==> src/hdl/smd_pkg.sv <==
// SHA-1 message digest: shared types, constants and controller/datapath command codes.
// No dependencies.
package smd_pkg;

    typedef logic [31:0] t_word;

    localparam int unsigned NUM_ROUNDS = 80;
    localparam int unsigned NUM_WORDS  = 5;
    localparam int unsigned BLK_WORDS  = 16;

    localparam t_word H_INIT [NUM_WORDS] = '{
        32'h67452301, 32'hefcdab89, 32'h98badcfe, 32'h10325476, 32'hc3d2e1f0
    };

    localparam t_word K_ROUND [4] = '{
        32'h5a827999, 32'h6ed9eba1, 32'h8f1bbcdc, 32'hca62c1d6
    };

    // byte source for the block buffer
    localparam logic [1:0] BSEL_DATA  = 2'd0;
    localparam logic [1:0] BSEL_PAD80 = 2'd1;
    localparam logic [1:0] BSEL_ZERO  = 2'd2;
    localparam logic [1:0] BSEL_LEN   = 2'd3;

    // round function group
    localparam logic [1:0] F_CH   = 2'd0;
    localparam logic [1:0] F_PAR1 = 2'd1;
    localparam logic [1:0] F_MAJ  = 2'd2;
    localparam logic [1:0] F_PAR2 = 2'd3;

    localparam logic [7:0] PAD_BYTE = 8'h80;

    typedef struct packed {
        logic       put_byte;
        logic [1:0] byte_sel;
        logic       count_len;
        logic       round;
        logic [1:0] round_grp;
        logic       finish;
        logic       clear;
        logic [2:0] word_idx;
    } t_dp_cmd;

endpackage

==> src/hdl/smd_datapath.sv <==
// SHA-1 datapath: byte-shift block buffer / message schedule window, round registers,
// chaining words, bit length and byte position. Depends on smd_pkg.
module smd_datapath (
    input  logic             i_clk,
    input  logic             i_rst_n,
    input  smd_pkg::t_dp_cmd i_cmd,
    input  logic [7:0]       i_data_byte,
    output logic [5:0]       o_pos,
    output smd_pkg::t_word   o_digest_word
);

    smd_pkg::t_word r_w [smd_pkg::BLK_WORDS];
    smd_pkg::t_word r_h [smd_pkg::NUM_WORDS];
    smd_pkg::t_word r_a, r_b, r_c, r_d, r_e;
    logic [63:0]    r_len;
    logic [5:0]     r_pos;

    logic [7:0]     w_byte;
    smd_pkg::t_word w_sched;
    smd_pkg::t_word w_f;
    smd_pkg::t_word w_t;

    always_comb begin
        unique case (i_cmd.byte_sel)
            smd_pkg::BSEL_DATA:  w_byte = i_data_byte;
            smd_pkg::BSEL_PAD80: w_byte = smd_pkg::PAD_BYTE;
            smd_pkg::BSEL_ZERO:  w_byte = 8'h00;
            default:             w_byte = r_len[{3'd7 - r_pos[2:0], 3'b000} +: 8];
        endcase
    end

    always_comb begin
        smd_pkg::t_word v;
        v = r_w[13] ^ r_w[8] ^ r_w[2] ^ r_w[0];
        w_sched = {v[30:0], v[31]};
    end

    always_comb begin
        unique case (i_cmd.round_grp)
            smd_pkg::F_CH:                   w_f = (r_b & r_c) | (~r_b & r_d);
            smd_pkg::F_MAJ:                  w_f = (r_b & r_c) | (r_b & r_d) | (r_c & r_d);
            default:                         w_f = r_b ^ r_c ^ r_d;
        endcase
    end

    assign w_t = {r_a[26:0], r_a[31:27]} + w_f + r_e + smd_pkg::K_ROUND[i_cmd.round_grp]
               + r_w[0];

    // block buffer: byte shift on load, word shift per round
    always_ff @(posedge i_clk) begin
        if (i_cmd.put_byte) begin
            for (int i = 0; i < smd_pkg::BLK_WORDS - 1; i++) begin
                r_w[i] <= {r_w[i][23:0], r_w[i+1][31:24]};
            end
            r_w[smd_pkg::BLK_WORDS-1] <= {r_w[smd_pkg::BLK_WORDS-1][23:0], w_byte};
        end else if (i_cmd.round) begin
            for (int i = 0; i < smd_pkg::BLK_WORDS - 1; i++) begin
                r_w[i] <= r_w[i+1];
            end
            r_w[smd_pkg::BLK_WORDS-1] <= w_sched;
        end
    end

    always_ff @(posedge i_clk) begin
        if (i_cmd.put_byte && r_pos == 6'd63) begin
            r_a <= r_h[0];
            r_b <= r_h[1];
            r_c <= r_h[2];
            r_d <= r_h[3];
            r_e <= r_h[4];
        end else if (i_cmd.round) begin
            r_a <= w_t;
            r_b <= r_a;
            r_c <= {r_b[1:0], r_b[31:2]};
            r_d <= r_c;
            r_e <= r_d;
        end
    end

    always_ff @(posedge i_clk) begin
        if (!i_rst_n || i_cmd.clear) begin
            for (int i = 0; i < smd_pkg::NUM_WORDS; i++) begin
                r_h[i] <= smd_pkg::H_INIT[i];
            end
            r_len <= '0;
            r_pos <= '0;
        end else begin
            if (i_cmd.finish) begin
                r_h[0] <= r_h[0] + r_a;
                r_h[1] <= r_h[1] + r_b;
                r_h[2] <= r_h[2] + r_c;
                r_h[3] <= r_h[3] + r_d;
                r_h[4] <= r_h[4] + r_e;
            end
            if (i_cmd.count_len) begin
                r_len <= r_len + 64'd8;
            end
            if (i_cmd.put_byte) begin
                r_pos <= r_pos + 6'd1;
            end
        end
    end

    always_comb begin
        case (i_cmd.word_idx)
            3'd0:    o_digest_word = r_h[0];
            3'd1:    o_digest_word = r_h[1];
            3'd2:    o_digest_word = r_h[2];
            3'd3:    o_digest_word = r_h[3];
            default: o_digest_word = r_h[4];
        endcase
    end

    assign o_pos = r_pos;

endmodule

==> src/hdl/smd_ctrl.sv <==
// SHA-1 controller: input acceptance, padding sequence, round count, digest output.
// Depends on smd_pkg; drives smd_datapath through t_dp_cmd.
module smd_ctrl (
    input  logic             i_clk,
    input  logic             i_rst_n,
    input  logic             i_valid,
    input  logic             i_byte_valid,
    input  logic             i_end_of_message,
    output logic             o_ready,
    output logic             o_valid,
    input  logic             i_ready,
    input  logic [5:0]       i_pos,
    output logic [2:0]       o_word_index,
    output logic             o_last_word,
    output smd_pkg::t_dp_cmd o_cmd
);

    localparam logic [2:0] S_IDLE = 3'd0;
    localparam logic [2:0] S_PAD  = 3'd1;
    localparam logic [2:0] S_COMP = 3'd2;
    localparam logic [2:0] S_FIN  = 3'd3;
    localparam logic [2:0] S_OUT  = 3'd4;

    logic [2:0] r_state, n_state;
    logic [6:0] r_rnd, n_rnd;
    logic [2:0] r_widx, n_widx;
    logic       r_eom, n_eom;
    logic       r_first, n_first;
    logic       r_lenph, n_lenph;
    logic       r_last, n_last;
    logic       w_lenph_now;

    assign w_lenph_now = r_lenph | (!r_first && i_pos == 6'd56);

    always_comb begin
        n_state = r_state;
        n_rnd   = r_rnd;
        n_widx  = r_widx;
        n_eom   = r_eom;
        n_first = r_first;
        n_lenph = r_lenph;
        n_last  = r_last;
        o_cmd   = '0;
        o_cmd.byte_sel = smd_pkg::BSEL_DATA;
        o_cmd.word_idx = r_widx;
        o_ready = 1'b0;
        o_valid = 1'b0;

        if (r_rnd < 7'd20) begin
            o_cmd.round_grp = smd_pkg::F_CH;
        end else if (r_rnd < 7'd40) begin
            o_cmd.round_grp = smd_pkg::F_PAR1;
        end else if (r_rnd < 7'd60) begin
            o_cmd.round_grp = smd_pkg::F_MAJ;
        end else begin
            o_cmd.round_grp = smd_pkg::F_PAR2;
        end

        unique case (r_state)
            S_IDLE: begin
                o_ready = 1'b1;
                if (i_valid) begin
                    n_eom   = i_end_of_message;
                    n_first = 1'b1;
                    n_lenph = 1'b0;
                    n_last  = 1'b0;
                    if (i_byte_valid) begin
                        o_cmd.put_byte  = 1'b1;
                        o_cmd.count_len = 1'b1;
                        if (i_pos == 6'd63) begin
                            n_rnd   = '0;
                            n_state = S_COMP;
                        end else if (i_end_of_message) begin
                            n_state = S_PAD;
                        end
                    end else if (i_end_of_message) begin
                        n_state = S_PAD;
                    end
                end
            end
            S_PAD: begin
                o_cmd.put_byte = 1'b1;
                if (r_first) begin
                    o_cmd.byte_sel = smd_pkg::BSEL_PAD80;
                end else if (w_lenph_now) begin
                    o_cmd.byte_sel = smd_pkg::BSEL_LEN;
                end else begin
                    o_cmd.byte_sel = smd_pkg::BSEL_ZERO;
                end
                n_first = 1'b0;
                n_lenph = w_lenph_now;
                if (i_pos == 6'd63) begin
                    n_last  = w_lenph_now;
                    n_rnd   = '0;
                    n_state = S_COMP;
                end
            end
            S_COMP: begin
                o_cmd.round = 1'b1;
                n_rnd = r_rnd + 7'd1;
                if (r_rnd == 7'(smd_pkg::NUM_ROUNDS - 1)) begin
                    n_state = S_FIN;
                end
            end
            S_FIN: begin
                o_cmd.finish = 1'b1;
                if (r_last) begin
                    n_widx  = '0;
                    n_state = S_OUT;
                end else if (r_eom) begin
                    n_state = S_PAD;
                end else begin
                    n_state = S_IDLE;
                end
            end
            S_OUT: begin
                o_valid = 1'b1;
                if (i_ready) begin
                    if (r_widx == 3'(smd_pkg::NUM_WORDS - 1)) begin
                        o_cmd.clear = 1'b1;
                        n_state     = S_IDLE;
                    end else begin
                        n_widx = r_widx + 3'd1;
                    end
                end
            end
            default: n_state = S_IDLE;
        endcase
    end

    always_ff @(posedge i_clk) begin
        if (!i_rst_n) begin
            r_state <= S_IDLE;
            r_rnd   <= '0;
            r_widx  <= '0;
            r_eom   <= 1'b0;
            r_first <= 1'b0;
            r_lenph <= 1'b0;
            r_last  <= 1'b0;
        end else begin
            r_state <= n_state;
            r_rnd   <= n_rnd;
            r_widx  <= n_widx;
            r_eom   <= n_eom;
            r_first <= n_first;
            r_lenph <= n_lenph;
            r_last  <= n_last;
        end
    end

    assign o_word_index = r_widx;
    assign o_last_word  = (r_widx == 3'(smd_pkg::NUM_WORDS - 1));

`ifndef SYNTHESIS
    a_rnd_range: assert property (@(posedge i_clk) disable iff (!i_rst_n)
        (r_state == S_COMP) |-> (r_rnd < 7'd80))
        else $error("round counter out of range");

    a_comp_on_full: assert property (@(posedge i_clk) disable iff (!i_rst_n)
        (r_state == S_COMP && $past(r_state) != S_COMP) |-> ($past(i_pos) == 6'd63))
        else $error("compression started without a full block");

    a_out_after_fin: assert property (@(posedge i_clk) disable iff (!i_rst_n)
        (r_state == S_OUT && $past(r_state) != S_OUT) |-> ($past(r_state) == S_FIN))
        else $error("digest output without a final compression");

    a_widx_range: assert property (@(posedge i_clk) disable iff (!i_rst_n)
        (r_state == S_OUT) |-> (r_widx <= 3'd4))
        else $error("word index out of range");
`endif

endmodule

==> src/hdl/sha1_message_digest.sv <==
// SHA-1 message digest, one message byte per input transaction, five digest words out.
// Top level; instantiates smd_ctrl and smd_datapath, uses smd_pkg.
//
//  channel | handshake          | payload
//  --------+--------------------+-------------------------------------------------
//  input   | i_valid / o_ready  | i_data_byte, i_byte_valid, i_end_of_message
//  output  | o_valid / i_ready  | o_digest_word, o_word_index, o_last_word
//
// Each message byte is one input transaction; the 64th byte of a block starts its
// compression (80 rounds of the single round unit, then the chaining add).
// End of message: 9 to 72 padding bytes are appended, each padded block is compressed,
// then five output transactions follow. Input is not taken during compression,
// padding or output. Synchronous active-low reset restores the initial chaining
// words and zero length. Output stalls hold the state machine in place.
module sha1_message_digest (
    input  logic        i_clk,
    input  logic        i_rst_n,
    input  logic        i_valid,
    output logic        o_ready,
    input  logic [7:0]  i_data_byte,
    input  logic        i_byte_valid,
    input  logic        i_end_of_message,
    output logic        o_valid,
    input  logic        i_ready,
    output logic [31:0] o_digest_word,
    output logic [2:0]  o_word_index,
    output logic        o_last_word
);

    smd_pkg::t_dp_cmd w_cmd;
    logic [5:0]       w_pos;

    smd_ctrl u_ctrl (
        .i_clk            (i_clk),
        .i_rst_n          (i_rst_n),
        .i_valid          (i_valid),
        .i_byte_valid     (i_byte_valid),
        .i_end_of_message (i_end_of_message),
        .o_ready          (o_ready),
        .o_valid          (o_valid),
        .i_ready          (i_ready),
        .i_pos            (w_pos),
        .o_word_index     (o_word_index),
        .o_last_word      (o_last_word),
        .o_cmd            (w_cmd)
    );

    smd_datapath u_dp (
        .i_clk         (i_clk),
        .i_rst_n       (i_rst_n),
        .i_cmd         (w_cmd),
        .i_data_byte   (i_data_byte),
        .o_pos         (w_pos),
        .o_digest_word (o_digest_word)
    );

endmodule

==> config.mk <==
export PLATFORM = sky130hd
export DESIGN_NAME = sha1_message_digest
export DESIGN_NICKNAME = d
export VERILOG_FILES = /design/src/hdl/smd_pkg.sv /design/src/hdl/smd_datapath.sv /design/src/hdl/smd_ctrl.sv /design/src/hdl/sha1_message_digest.sv
export SDC_FILE = /design/constraint.sdc
export NUM_CORES = 2
export LEC_CHECK = 0
export BUFFER_PORTS_ARGS = -buffer_cell sky130_fd_sc_hd__buf_2
export CORE_MARGIN = 8
export CORE_UTILIZATION = 54
export CTS_CLUSTER_DIAMETER = 150
export DETAILED_ROUTE_END_ITERATION = 6
export PLACE_DENSITY = 0.66
export SLEW_MARGIN = 20
export SYNTH_ARGS = -nofsm -noshare
export SYNTH_HDL_FRONTEND = slang
export SYNTH_HIERARCHICAL = 1
export SYNTH_SLANG_ARGS = --single-unit
export TNS_END_PERCENT = 20
==> constraint.sdc <==
create_clock -name i_clk -period 11 [get_ports i_clk]
set_input_delay 1.65 -clock i_clk [delete_from_list [all_inputs] [get_ports i_clk]]
set_output_delay 1.65 -clock i_clk [all_outputs]
set_load 0.1 [all_outputs]
Word-level counts from Yosys, hierarchy flattened
Memory sizes are Yosys's and may differ from the RTL's.
Index checks and enable logic that the tools add are counted.
{ "word_totals": {"out_inout_bits": 38, "mem_count": 2, "reg_bits": 247, "in_bits": 14, "elab_cells": 201, "ram_bits": 672} }
{ "memory_table": {"columns": ["memory", "depth", "word_bits", "rd", "rd_ports_with_merged_regs", "write_ports", "line_no", "source"], "rows": [
  ["u_dp.r_w", 16, 32, 16, 0, 16, "smd_datapath.sv:12", "smd_pkg::t_word r_w [smd_pkg::BLK_WORDS];"],
  ["u_dp.r_h", 5, 32, 5, 0, 5, "smd_datapath.sv:13", "smd_pkg::t_word r_h [smd_pkg::NUM_WORDS];"]
]} }
{ "classes": {"n_reduce_logical": 19, "shifts": 1, "n_lt_le_gt_ge": 4, "n_eq_ne": 22, "n_addsub": 14, "muxes": 89, "bitwise": 36} }
{ "ops": {"columns": ["operator", "count"], "rows": [
  ["$mux 32", 33],
  ["$add 32x32->32", 9],
  ["$xor 32x32->32", 5],
  ["$and 32x32->32", 4],
  ["$pmux 32 s4", 1],
  ["$or 32x32->32", 3],
  ["$add 64x4->64 const B", 1],
  ["$bmux 32 s2", 1],
  ["$pmux 32 s2", 1],
  ["$shiftx 64x7->8", 1],
  ["$mux 3", 12],
  ["$not 32->32", 1],
  ["$mux 1", 26],
  ["$pmux 8 s3", 1],
  ["$or 1x1->1", 22],
  ["$mux 7", 3],
  ["$pmux 7 s3", 1],
  ["$pmux 3 s5", 1],
  ["$lt 7x6->1 const B", 2],
  ["$eq 3x2->1 const B", 4],
  ["$eq 6x6->1 const B", 2],
  ["$ne 2x2->1 const B", 5],
  ["$mux 2", 4],
  ["$pmux 1 s2", 4],
  ["25 further kinds", 38]
]} }

Depth between registers and ports, before layout
{ "logic_depth": {"word_depth": 12, "ltp_mapped": 27, "depth_no_buf": 26} }

By module
The synthesis kept the hierarchy.
{ "modules_own_cells": {"columns": ["module", "n_inst", "area_per_inst_um2", "cells_each", "seq_area_each_um2"], "rows": [
  ["smd_datapath", 1, 51652.0, 4345, 26325.2],
  ["smd_ctrl", 1, 969.7, 121, 340.3]
]} }

Worst setup path before layout
Ideal clock, no wire load.
{ "synth_timing": {"kind": "input -> register", "startpoint": "input i_valid", "endpoint": "memory u_dp/r_w[0][0] (netlist bit), enable pin", "setup_time_ns": 0.667, "required_time_ns": 10.333, "arrival_ns": 8.784, "cell_stages": 6, "slack_ns": 1.549, "path_buffers": 2, "cell_sequence": "a21oi_1 -> nand2b_1 -> inv_1 -> clkbuf_1 -> clkbuf_1 -> or2_2"} }
{ "synth_rtl": {"columns": ["item", "line_no", "source"], "rows": [
  ["from (decl)", "sha1_message_digest.sv:18", "input logic i_valid,"],
  ["to (decl)", "smd_datapath.sv:12", null]
]} }

==> metrics.cfg <==
[outcome]
outcome=complete, no violations

[worst_setup_path]
critPathKind=flip-flop to flip-flop
crit_path_frequent_cell=inv_1
worstPathRequired_ns=11.42
worst-path-max-fanout=31
cpLargestDelayFamily=adder cells
critPathBufInv=6
critPathLaunchType=flip-flop
critPathArrivalTime_ns=8.26
crit_slowest_cell=o41ai_1
slowest_delay_ns=0.64
cp-end-kind=flip-flop

[power_and_ir_drop]
vdd_drop_max_v=0.0001231
p_leak_nw=20.74
p_total_mw=8.769
power.density_mw_per_mm2=152.7

[finish]
area_growth_pct=9.147
final_layout_size_suffix_gt1_share_pct=17.60
fillers=7927
seqCellArea_mm2=0.02667
fin_area_mm2=0.05744
final_nets=4814
multiInputGateArea_mm2=0.02405

[grt]
overflow=0
first_global_vias=33590
antenna_found_initial=1
grtUsageTotal_pct=23.24
grt_max_degree=204
grt_pass1_wl_um=197800

[yosys]
synth_seq_cells=916
seq_area_frac_synth_pct=50.67
synth_mux_area_share_pct=12.67
synth.distinct_cells=91
syn_nets=4805
synth_simple_gate_area_share_pct=8.588
syn-cell-area_mm2=0.05262
async_flop_share_pct=0
synthFlopType=edfxtp_1
syn-instance-count=4466
synth-edff-count=832
synth_top_family_by_area=multiplexers
syn_area_per_cell_um2=11.78
yosysWarnings=6
synthAdderAreaFrac_pct=9.530
synth_compound_area_share_pct=9.587
synth_xor_area_share_pct=5.243

[route]
dr.pass1.iters=5
met3_length_um=8234
vias=34550
avgViaCountPerCell=5.920
wl_met1_um=58880
avgRoutedWirePerCell_um=21.83
remaining_drc_errors=0
met2WireLength_um=56800
routed.top_layer=met4
drt-total-wl_um=127400
drt_iter0_markers=3361
ant_nets=0

[clock_tree]
cts_tree=yes
root_buffer=clkbuf_16
cts_hold_buf=0
numCtsBuffers=101
clock_path_buffers=3
cts_resized=0
cts_setup_buffers=0
path_clk_slew_ns=0.06
cts_sinks=916
clk_latency_ns=0.69
h-tree-depth=3

[sta]
report.final.slew_viol_count=0
rsz0062_at_grt=no
hold_violations=0
whs_ns=0.4633
finalSetupViolations=0
finClkSkew_ns=0.03460
tightestPinTransition_ns=1.102
max_freq_mhz=127.5
tns_ns=0
fin_crit_ns=7.842
fin_ws_ns=3.158
relSlewSlack_pct=26.51
min_period_over_period_pct=71.30

[floorplan]
dieArea_mm2=0.1077
fp.dieW_um=328.2
pin_count=52
rows=114
die_h_um=328.2
core_mm2=0.09671
start_util_pct=54.41

[place]
place_hpwl_um=89730
dpl-instance-area_mm2=0.05414
pre_cts_slack_ns=3.314
portBuffers=51
place.gp.congestion=0.9394

[worst_hold_path]
hp-class=flip-flop to flip-flop

[job]
cap_violations=0

synthesized netlist by cell type (125+ instances only):
master / count / share of area [%]
edfxtp_1: 832 / 47
xor2_1: 136 / 2.3
clkbuf_1: 158 / 1.1
ha_1: 200 / 4.8
fa_1: 125 / 4.8
o21ai_0: 320 / 3.0
mux2_2: 493 / 11
nor2_1: 252 / 1.8
nand2_1: 445 / 3.2
a21oi_1: 202 / 1.9
inv_1: 343 / 2.4
xnor2_1: 179 / 3.0
layout make-up:
type,count,area share (%)
sequential,916,46.43
multi-input combinational,3034,41.87
clock buffer,118,4.583
tap,1276,2.780
inverter,343,2.255
clock inverter,68,1.146
timing repair buffer,79,0.9193
antenna,2,0.008714
logic make-up after synthesis:
kind of cell             count (synthesis)
XOR/XNOR                               315
multiplexers                           553
buffers and inverters                  516
flip-flops                             916
AND/OR/NAND/NOR                        999
adder cells (fa/ha/maj)                326
AO/OA/AOI/OAI                          841
sequential cells by signal (all words and copies together) (netlist names):
| register | flops |
|---|---|
| u_dp/r_w | 512 |
| u_dp/r_h | 160 |
| u_dp/r_len | 61 |
| u_dp/r_a | 32 |
| u_dp/r_b | 32 |
| u_dp/r_c | 32 |
| u_dp/r_d | 32 |
| u_dp/r_e | 32 |
| u_ctrl/r_rnd | 7 |
| u_dp/o_pos | 6 |
| u_ctrl/o_word_index | 3 |
| u_ctrl/r_state | 3 |
| u_ctrl/r_eom | 1 |
| u_ctrl/r_first | 1 |
| u_ctrl/r_last | 1 |
| u_ctrl/r_lenph | 1 |
layer usage:
metal	vias to the layer above	global-route usage (%)
li1	16180	-
met1	17090	34.50
met2	1080	35.55
met3	201	3.481
met4	0	6.425
met5	-	0
where the power goes:
part	switching, mW	internal [mW]	total [mW]
Clock	1.43	1.97	3.40
Sequential	0.188	4.20	4.39
Combinational	0.529	0.448	0.977
worst reg2reg max path, delay by kind of cell, from the launching register on:
kind / cells / cell delay, ns
adders and majority gates: 7 / 2.88
AOI/OAI and AO/OA: 10 / 2.71
buffers and inverters: 6 / 0.86
and+or+nand+nor: 4 / 0.74
DFF: 1 / 0.37
cells in the final DEF, fill, tap and decap left out, types with 136 or more instances in the layout:
cell / instances
mux2_2: 493
nor2_1: 251
xnor2_1: 179
edfxtp_1: 832
nand2_1: 443
a21oi_1: 202
xor2_1: 136
inv_1: 342
ha_1: 200
o21ai_0: 320
path summary, 6_finish.rpt:
| kind | from | end | slack (ns) | depth (start not counted) |
|---|---|---|---|---|
| worst max-delay path | u_ctrl/r_rnd[5] | u_dp/r_a[27] | 3.16 | 27 |
| worst min-delay path | u_ctrl/r_lenph | u_ctrl/r_lenph | 0.46 | 2 |
| worst max register to register | u_ctrl/r_rnd[5] | u_dp/r_a[27] | 3.16 | 27 |
| worst min register to register | u_ctrl/r_lenph | u_ctrl/r_lenph | 0.46 | 2 |
metrics by stage:
| step | utilization [%] | std cells |
|---|---|---|
| finish | 59.39 | 5836 |
| global route | 59.39 | 5834 |
| CTS | 59.39 | 5834 |
| detailed placement | 55.98 | 5648 |
| global placement | 55.98 | 5648 |
| floorplan | - | 4466 |
No activity file was read; power rests on OpenSTA's default activity.
